File: src/rtl/xcfr_pkg.sv
// package for the xor checked frame receiver
// holds store sizing, marker bytes and the structs passed between modules
// no dependencies
`timescale 1ns / 1ps
`default_nettype none

package xcfr_pkg;

  // frame store sizing
  localparam int unsigned STORE_DEPTH = 128;
  localparam int unsigned IDX_W       = $clog2(STORE_DEPTH);
  localparam int unsigned LEN_W       = $clog2(STORE_DEPTH + 1);

  typedef logic [7:0]       byte_t;
  typedef logic [IDX_W-1:0] idx_t;
  typedef logic [LEN_W-1:0] len_t;

  localparam idx_t  IDX_LAST  = idx_t'(STORE_DEPTH - 1);
  localparam len_t  LEN_DEPTH = len_t'(STORE_DEPTH);
  localparam len_t  LEN_MIN   = len_t'(3);
  localparam len_t  LEN_TAIL  = len_t'(2);
  localparam idx_t  IDX_CMD   = idx_t'(1);
  localparam idx_t  IDX_LEN   = idx_t'(2);

  // marker bytes
  localparam byte_t HDR_FIRST  = 8'hCA;
  localparam byte_t HDR_SECOND = 8'hAC;
  localparam byte_t END_MARK   = 8'hCC;

  // store read port driven by the walk
  typedef struct packed {
    logic en;
    idx_t addr;
  } rd_req_t;

  // walk start request
  typedef struct packed {
    logic valid;
    idx_t last_idx;
  } walk_req_t;

  // walk completion status
  typedef struct packed {
    logic valid;
    logic pass;
  } walk_done_t;

endpackage

`default_nettype wire

File: src/rtl/xcfr_store.sv
// frame byte store: one write port, one read port with registered data
// depends on xcfr_pkg
`timescale 1ns / 1ps
`default_nettype none

module xcfr_store (
  input  wire logic             clk_i,
  input  wire logic             wr_en_i,
  input  wire xcfr_pkg::idx_t   wr_addr_i,
  input  wire xcfr_pkg::byte_t  wr_data_i,
  input  wire xcfr_pkg::rd_req_t rd_i,
  output xcfr_pkg::byte_t       rd_data_o
);

  xcfr_pkg::byte_t mem_q [xcfr_pkg::STORE_DEPTH];
  xcfr_pkg::byte_t rd_data_q;

  // write port
  always_ff @(posedge clk_i) begin
    if (wr_en_i) begin
      mem_q[wr_addr_i] <= wr_data_i;
    end
  end

  // registered read port
  always_ff @(posedge clk_i) begin
    if (rd_i.en) begin
      rd_data_q <= mem_q[rd_i.addr];
    end
  end

  assign rd_data_o = rd_data_q;

endmodule

`default_nettype wire

File: src/rtl/xcfr_xor_walk.sv
// xor checksum walk: reads stored bytes 0 .. last one per cycle through the
// store read port, folds them in a shared xor accumulator, compares at the end
// depends on xcfr_pkg
`timescale 1ns / 1ps
`default_nettype none

module xcfr_xor_walk (
  input  wire logic                 clk_i,
  input  wire logic                 rst_ni,
  input  wire xcfr_pkg::walk_req_t  req_i,
  input  wire xcfr_pkg::byte_t      rd_data_i,
  output xcfr_pkg::rd_req_t         rd_o,
  output xcfr_pkg::walk_done_t      done_o
);

  typedef enum logic [2:0] {
    W_IDLE = 3'b001,
    W_READ = 3'b010,
    W_LAST = 3'b100
  } walk_state_e;

  walk_state_e     state_q, state_d;
  xcfr_pkg::idx_t  addr_q, addr_d;
  xcfr_pkg::idx_t  last_q, last_d;
  xcfr_pkg::idx_t  didx_q, didx_d;
  xcfr_pkg::byte_t acc_q, acc_d;
  logic            dv_q, dv_d;

  // read address sequencer
  always_comb begin
    state_d   = state_q;
    addr_d    = addr_q;
    last_d    = last_q;
    didx_d    = didx_q;
    dv_d      = 1'b0;
    rd_o.en   = 1'b0;
    rd_o.addr = addr_q;
    unique case (state_q)
      W_IDLE: begin
        if (req_i.valid) begin
          addr_d  = '0;
          last_d  = req_i.last_idx;
          state_d = W_READ;
        end
      end
      W_READ: begin
        rd_o.en = 1'b1;
        dv_d    = 1'b1;
        didx_d  = addr_q;
        if (addr_q == last_q) begin
          state_d = W_LAST;
        end else begin
          addr_d = addr_q + 1'b1;
        end
      end
      W_LAST: begin
        state_d = W_IDLE;
      end
      default: begin
        state_d = W_IDLE;
      end
    endcase
  end

  // shared xor accumulate and final compare
  always_comb begin
    acc_d         = acc_q;
    done_o.valid  = 1'b0;
    done_o.pass   = 1'b0;
    if (dv_q) begin
      if (didx_q == last_q) begin
        done_o.valid = 1'b1;
        done_o.pass  = (acc_q == rd_data_i);
      end else if (didx_q == '0) begin
        acc_d = rd_data_i;
      end else begin
        acc_d = acc_q ^ rd_data_i;
      end
    end
  end

  // control state
  always_ff @(posedge clk_i or negedge rst_ni) begin
    if (!rst_ni) begin
      state_q <= W_IDLE;
      dv_q    <= 1'b0;
    end else begin
      state_q <= state_d;
      dv_q    <= dv_d;
    end
  end

  // datapath
  always_ff @(posedge clk_i) begin
    addr_q <= addr_d;
    last_q <= last_d;
    didx_q <= didx_d;
    acc_q  <= acc_d;
  end

  // completion only when the last byte is back from the store
  a_done_in_last: assert property (@(posedge clk_i) disable iff (!rst_ni)
    done_o.valid |-> (state_q == W_LAST))
    else $error("walk done outside last state");

  a_last_has_data: assert property (@(posedge clk_i) disable iff (!rst_ni)
    (state_q == W_LAST) |-> (dv_q && didx_q == last_q))
    else $error("last state without final byte");

  a_addr_bound: assert property (@(posedge clk_i) disable iff (!rst_ni)
    (state_q == W_READ) |-> (addr_q <= last_q))
    else $error("walk address past final index");

endmodule

`default_nettype wire

File: src/rtl/xor_checked_frame_receiver.sv
// top level of the xor checked frame receiver: byte parsing, write index,
// output register; uses xcfr_store and xcfr_xor_walk, depends on xcfr_pkg
//
//   channel  dir  beat contents
//   s_axis   in   tdata[7:0] rx_byte
//   m_axis   out  tdata[7:0] command, tuser[0] frame_good, tuser[1] check_failed
//
// a byte that does not close a frame has its result in the output register in the
// cycle after the accept, and a next byte can follow at once if that beat is taken
// a closing byte starts the checksum walk over the store, limited by its single
// read port: s_axis_tready_o stays low while the walk runs, result valid after that
// reset clears the write index, header flag and handshake state; the store
// keeps whatever it held
// a stalled output holds its beat and blocks new input until that beat is
// taken; a new byte can be taken in the cycle the waiting beat leaves
`timescale 1ns / 1ps
`default_nettype none

module xor_checked_frame_receiver (
  input  wire logic       clk_i,
  input  wire logic       rst_ni,
  input  wire logic       s_axis_tvalid_i,
  output logic            s_axis_tready_o,
  input  wire logic [7:0] s_axis_tdata_i,   // [7:0] rx_byte
  output logic            m_axis_tvalid_o,
  input  wire logic       m_axis_tready_i,
  output logic [7:0]      m_axis_tdata_o,   // [7:0] command
  output logic [1:0]      m_axis_tuser_o    // [0] frame_good, [1] check_failed
);

  typedef enum logic [1:0] {
    S_IDLE = 2'b01,
    S_WALK = 2'b10
  } rx_state_e;

  rx_state_e             state_q, state_d;
  xcfr_pkg::idx_t        wr_idx_q, wr_idx_d;
  logic                  first_q, first_d;
  xcfr_pkg::byte_t       byte1_q, byte2_q;
  logic                  out_valid_q, out_valid_d;
  logic                  out_good_q, out_good_d;
  logic                  out_fail_q, out_fail_d;
  xcfr_pkg::byte_t       out_cmd_q, out_cmd_d;

  xcfr_pkg::byte_t       rx_byte;
  logic                  accept;
  logic                  is_ca, is_ac, is_cc, hdr_restart, close;
  xcfr_pkg::len_t        len;
  xcfr_pkg::idx_t        next_idx;
  xcfr_pkg::byte_t       byte2_now;
  xcfr_pkg::walk_req_t   walk_req;
  xcfr_pkg::walk_done_t  walk_done;
  xcfr_pkg::rd_req_t     rd_req;
  xcfr_pkg::byte_t       rd_data;

  assign rx_byte         = s_axis_tdata_i;
  assign s_axis_tready_o = (state_q == S_IDLE) && (!out_valid_q || m_axis_tready_i);
  assign accept          = s_axis_tvalid_i && s_axis_tready_o;

  // byte classification and close check
  always_comb begin
    is_ca       = (rx_byte == xcfr_pkg::HDR_FIRST);
    is_ac       = (rx_byte == xcfr_pkg::HDR_SECOND);
    is_cc       = (rx_byte == xcfr_pkg::END_MARK);
    hdr_restart = is_ac && first_q;
    len         = xcfr_pkg::len_t'(wr_idx_q) + 1'b1;
    next_idx    = (len >= xcfr_pkg::LEN_DEPTH) ? xcfr_pkg::IDX_LAST
                                               : xcfr_pkg::idx_t'(len);
    byte2_now   = (wr_idx_q == xcfr_pkg::IDX_LEN) ? rx_byte : byte2_q;
    close       = !is_ca && !is_ac && is_cc && (len >= xcfr_pkg::LEN_MIN)
                  && (xcfr_pkg::byte_t'(len) == byte2_now);
  end

  // walk start: compare target is stored byte length-2
  always_comb begin
    walk_req.valid    = accept && close;
    walk_req.last_idx = xcfr_pkg::idx_t'(len - xcfr_pkg::LEN_TAIL);
  end

  // sequencer, index and output register next state
  always_comb begin
    state_d     = state_q;
    wr_idx_d    = wr_idx_q;
    first_d     = first_q;
    out_valid_d = out_valid_q;
    out_good_d  = out_good_q;
    out_fail_d  = out_fail_q;
    out_cmd_d   = out_cmd_q;
    if (m_axis_tready_i) begin
      out_valid_d = 1'b0;
    end
    unique case (state_q)
      S_IDLE: begin
        if (accept) begin
          first_d  = is_ca || hdr_restart;
          wr_idx_d = hdr_restart ? '0 : next_idx;
          if (close) begin
            state_d = S_WALK;
          end else begin
            out_valid_d = 1'b1;
            out_good_d  = 1'b0;
            out_fail_d  = 1'b0;
            out_cmd_d   = '0;
          end
        end
      end
      S_WALK: begin
        if (walk_done.valid) begin
          state_d     = S_IDLE;
          out_valid_d = 1'b1;
          out_good_d  = walk_done.pass;
          out_fail_d  = !walk_done.pass;
          out_cmd_d   = walk_done.pass ? byte1_q : '0;
        end
      end
      default: begin
        state_d = S_IDLE;
      end
    endcase
  end

  // control state
  always_ff @(posedge clk_i or negedge rst_ni) begin
    if (!rst_ni) begin
      state_q     <= S_IDLE;
      wr_idx_q    <= '0;
      first_q     <= 1'b0;
      out_valid_q <= 1'b0;
    end else begin
      state_q     <= state_d;
      wr_idx_q    <= wr_idx_d;
      first_q     <= first_d;
      out_valid_q <= out_valid_d;
    end
  end

  // payload and shadow copies of stored bytes 1 and 2
  always_ff @(posedge clk_i) begin
    out_good_q <= out_good_d;
    out_fail_q <= out_fail_d;
    out_cmd_q  <= out_cmd_d;
    if (accept && !hdr_restart && wr_idx_q == xcfr_pkg::IDX_CMD) begin
      byte1_q <= rx_byte;
    end
    if (accept && !hdr_restart && wr_idx_q == xcfr_pkg::IDX_LEN) begin
      byte2_q <= rx_byte;
    end
  end

  xcfr_store u_store (
    .clk_i     (clk_i),
    .wr_en_i   (accept && !hdr_restart),
    .wr_addr_i (wr_idx_q),
    .wr_data_i (rx_byte),
    .rd_i      (rd_req),
    .rd_data_o (rd_data)
  );

  xcfr_xor_walk u_walk (
    .clk_i     (clk_i),
    .rst_ni    (rst_ni),
    .req_i     (walk_req),
    .rd_data_i (rd_data),
    .rd_o      (rd_req),
    .done_o    (walk_done)
  );

  assign m_axis_tvalid_o = out_valid_q;
  assign m_axis_tdata_o  = out_cmd_q;
  assign m_axis_tuser_o  = {out_fail_q, out_good_q};

  // output slot stays empty while a walk runs
  a_no_out_in_walk: assert property (@(posedge clk_i) disable iff (!rst_ni)
    (state_q == S_WALK) |-> !out_valid_q)
    else $error("result pending during checksum walk");

  // walk completes only while the sequencer waits for it
  a_done_in_walk: assert property (@(posedge clk_i) disable iff (!rst_ni)
    walk_done.valid |-> (state_q == S_WALK))
    else $error("walk done while idle");

  // a closed frame is either good or failed, command only when good
  a_result_flags: assert property (@(posedge clk_i) disable iff (!rst_ni)
    out_valid_q |-> (!(out_good_q && out_fail_q) && (out_good_q || out_cmd_q == '0)))
    else $error("inconsistent result flags");

endmodule

`default_nettype wire

File: config.mk
export PLATFORM = sky130hd
export DESIGN_NAME = xor_checked_frame_receiver
export DESIGN_NICKNAME = d
export VERILOG_FILES = /design/src/rtl/xcfr_pkg.sv /design/src/rtl/xcfr_store.sv /design/src/rtl/xcfr_xor_walk.sv /design/src/rtl/xor_checked_frame_receiver.sv
export SDC_FILE = /design/constraint.sdc
export NUM_CORES = 1
export LEC_CHECK = 0
export ABC_AREA = 1
export BUFFER_PORTS_ARGS = -buffer_cell sky130_fd_sc_hd__clkbuf_2
export CAP_MARGIN = 0
export CORE_ASPECT_RATIO = 1.25
export CORE_UTILIZATION = 59
export DETAILED_ROUTE_END_ITERATION = 12
export PLACE_DENSITY = 0.75
export SLEW_MARGIN = 20
export SYNTH_ARGS = -nofsm -noshare
export SYNTH_HDL_FRONTEND = slang
export SYNTH_SLANG_ARGS = --single-unit
File: constraint.sdc
create_clock -name clk_i -period 4.05 [get_ports clk_i]
set_input_delay 0.81 -clock clk_i [delete_from_list [all_inputs] [get_ports clk_i]]
set_output_delay 0.81 -clock clk_i [all_outputs]
set_load 0.005 [all_outputs]
==> metrics.yaml <==
run_status:
  status: "completed"
detailed_routing:
  post-route-drc-count: 0
  antenna_left: 0
  num_vias: 29000
  vias_per_cell: 6.29
  first_iter_violations: 3651
  first_pass_iters: 7
  post_drt_wl_per_cell_um: 24.3
  totalWireLength_mm: 112
cells_and_area:
  drive_gt1_share_pct: 8.34
  final_nets: 3581
  syn2layout_area_growth_pct: 9.58
  mostFrequentLayoutCells: "1,087 x edfxtp_1, 802 x nor2_1, 503 x o21ai_0, 275 x nand2_1, 136 x nand3_1"
  num-fill-cells: 5187
  final_common_cell: "edfxtp_1"
  diodes: 0
synth:
  synth_top_area_cell: "edfxtp_1"
  syn_area_mm2: 0.0448
  yosysUniqueCellTypes: 44
  yosys_most_used_dff: "edfxtp_1"
  synth_cells: 3566
  async_flop_share_pct: 1.36
  ys_ff_latch: 1102
  synth_edf_count: 1087
  synth_area_leaders: "edfxtp_1 73%, nor2_1 6.7%, o21ai_0 5.6%, nand2_1 2.3%, o211ai_1 1.9%"
  syn_nets: 3586
  synth_top_area_share_pct: 72.8
  syn_area_per_cell_um2: 12.6
  yosysWarnings: 0
  synth-seq-area-share_pct: 73.6
cts:
  clk_pin_slew_ps: 70
  cts_made_buffers: 99
  insertion_delay_ps: 690
  htree_levels: 3
  cts_sinks: 1102
  cts_tree: "done"
  ctsResizeCount: 0
  clk_path_buf_depth: 3
  cts_root_buf: "clkbuf_16"
  postCtsSetupBuffers: 0
  hold_buffers: 0
floorplan:
  start_util_pct: 59.8
  die_w_um: 249
  die_h_um: 310
  core_area_mm2: 0.0750
  die_area_mm2: 0.0771
  ios: 24
  rows: 112
critical_path:
  endpoint_kind: "flop"
  cpPeakStageDelay_ps: 620
  arrival_ps: 3760
  crit_family: "simple AND/OR/NAND/NOR gates"
  crit_path_frequent_cell: "nand2_1"
  cpMaxStageDelayCell: "o21ai_1"
  timing.rr.end: "u_walk.addr_q[5]"
  critical_path_class: "flop to flop"
  reg2reg_slack_ps: 610
  path_max_fanout: 12
  cp_cell_sequence: "clkinv_1 -> ha_1 -> inv_1 -> nor2_4 -> nand2_2 -> nand2_1 -> nand2_1 -> nand2_1 -> nand2_1 -> nand2_1 -> nor2_2 -> nand4_2 -> o21ai_1"
  rr_worst_depth: 13
  r2r_start: "wr_idx_q[0]"
  crit_buf_inv: 2
  cp_data_required_time_ps: 4370
  startpoint_type: "flop"
power_and_ir_drop:
  leakage_nw: 16.1
  pwr-share-seq_pct: 54.1
  net-switching-power_mw: 5.40
  pwr-share-clk_pct: 39.7
  p_total_mw: 23.8
  p_sw_share_pct: 22.7
  power_density_mw_per_mm2: 484
  intPower_mw: 18.4
  power_frac_comb_pct: 6.1
  ir_drop_mv: 0.333
grt:
  grt_max_degree: 230
  grt_use_total_pct: 29.1
  antenna_found_initial: 1
  grt_overflow: 0
  grt_pass1_wl_mm: 168
  grt_pass1_vias: 28300
timing:
  timing.slew.headroom_pct: 23.8
  timing.fmax_ghz: 0.290
  finalClockSkew_ps: 28.6
  setup_viol: 0
  fin_ws_ps: 606
  worst_pin_slew_ps: 1140
  rsz0062_at_grt: "false"
  slew_violations: 0
  setup_tns_ps: 0
  fin_crit_sh_pct: 85.0
  finalHoldViolations: 0
  period_needed_ps: 3440
placement:
  gp_congestion: 0.981
  port_buffers: 23
  pre_cts_ws_ps: 672
  dp.final_hpwl_mm: 63.9
run:
  cap_violations: 0
worst_hold_path:
  min_path_type: "input port to asynchronous set/reset pin"
-- worst reg2reg max path: stages, from the launching register on --
cell and delay [ps]:
dfrtp_1 560, clkinv_1 450, ha_1 350, inv_1 90
nor2_4 80, nand2_2 210, nand2_1 110, nand2_1 70
nand2_1 50, nand2_1 70, nand2_1 60, nor2_2 130
nand4_2 230, o21ai_1 620
-- Yosys cell counts (3+ instances only) --
master / n
edfxtp_1: 1087
nor2_1: 803
o21ai_0: 503
nand2_1: 275
nand3_1: 136
o22ai_1: 133
o211ai_1: 113
clkbuf_1: 99
buf_2: 75
inv_1: 68
a21oi_1: 37
o21ai_1: 37
buf_4: 29
nand4_1: 28
buf_6: 23
xor2_1: 15
dfrtp_1: 13
xnor2_1: 13
o221ai_1: 11
ha_1: 8
a31oi_1: 6
nor2_2: 6
buf_1: 5
inv_2: 5
nand2_2: 5
nor3_1: 5
mux2_2: 4
clkinv_1: 3
nor4_1: 3
-- layout make-up --
type,instances,area (um2),share of cell area (%)
inverter,78,317,0.644
tap,969,1210,2.47
timing repair buffer,125,1050,2.14
clock buffer,118,2550,5.19
multi-input combinational,2155,10300,20.9
clock inverter,67,698,1.42
sequential,1102,33000,67.2
-- kinds of logic after synthesis --
kind of cell / after synthesis / share of synthesized area [%]
AND/OR/NAND/NOR: 1271 / 11.5
XOR/XNOR: 28 / 0.547
multiplexers: 4 / 0.100
adder cells (fa/ha/maj): 8 / 0.223
flip-flops: 1102 / 73.6
AO/OA/AOI/OAI: 844 / 10.6
buffers and inverters: 309 / 3.44
-- how the worst max path moves through the flow --
| stage | depth (start not counted) | end | start |
|---|---|---|---|
| after floorplan | 14 | m_axis_tdata_o[0] | wr_idx_q[0] |
| after global placement | 13 | u_walk.addr_q[2] | wr_idx_q[0] |
| after detailed placement | 13 | u_walk.addr_q[5] | wr_idx_q[0] |
| after CTS | 13 | u_walk.addr_q[5] | wr_idx_q[0] |
| after global routing | 13 | u_walk.addr_q[3] | wr_idx_q[0] |
| final | 13 | u_walk.addr_q[5] | wr_idx_q[0] |
-- routing by layer --
metal  up-vias  wire (um)  track usage [%]
li1      13000          -                -
met1     14100      41800             37.7
met2      1658      54900             48.4
met3       292      10500             4.89
met4         0       5020             14.0
met5         -          0                0
-- power groups by stage --
stage / combinational (mW) / clock (mW) / sequential (mW)
global placement: 1.43 / 0 / 13.1
finish: 1.46 / 9.44 / 12.9
floorplan: 0.809 / 0 / 13.1
global route: 1.58 / 9.92 / 12.9
CTS: 1.44 / 9.50 / 12.9
detailed placement: 1.43 / 0 / 13.1
-- metrics by stage --
| step | hold WS (ps) | instances | area [um2] | util [%] |
|---|---|---|---|---|
| after floorplan | 421 | 3566 | 44800 | - |
| after global placement | 467 | 4429 | 45900 | 61.2 |
| after detailed placement | 493 | 4429 | 45900 | 61.2 |
| after CTS | 58.1 | 4614 | 49100 | 65.5 |
| after global routing | 88.9 | 4614 | 49100 | 65.5 |
| final | 58.6 | 4614 | 49100 | 65.5 |
-- sequential cells by signal (all words and copies together), names as in the netlist --
name               flops
byte1_q                8
byte2_q                8
first_q                1
m_axis_tdata_o         8
m_axis_tvalid_o        1
out_fail_q             1
out_good_q             1
state_q                2
u_store.mem_q       1024
u_store.rd_data_o      8
u_walk.acc_q           8
u_walk.addr_q          7
u_walk.didx_q          7
u_walk.dv_q            1
u_walk.last_q          7
u_walk.state_q         3
wr_idx_q               7
No activity file was read; power rests on OpenSTA's default activity.
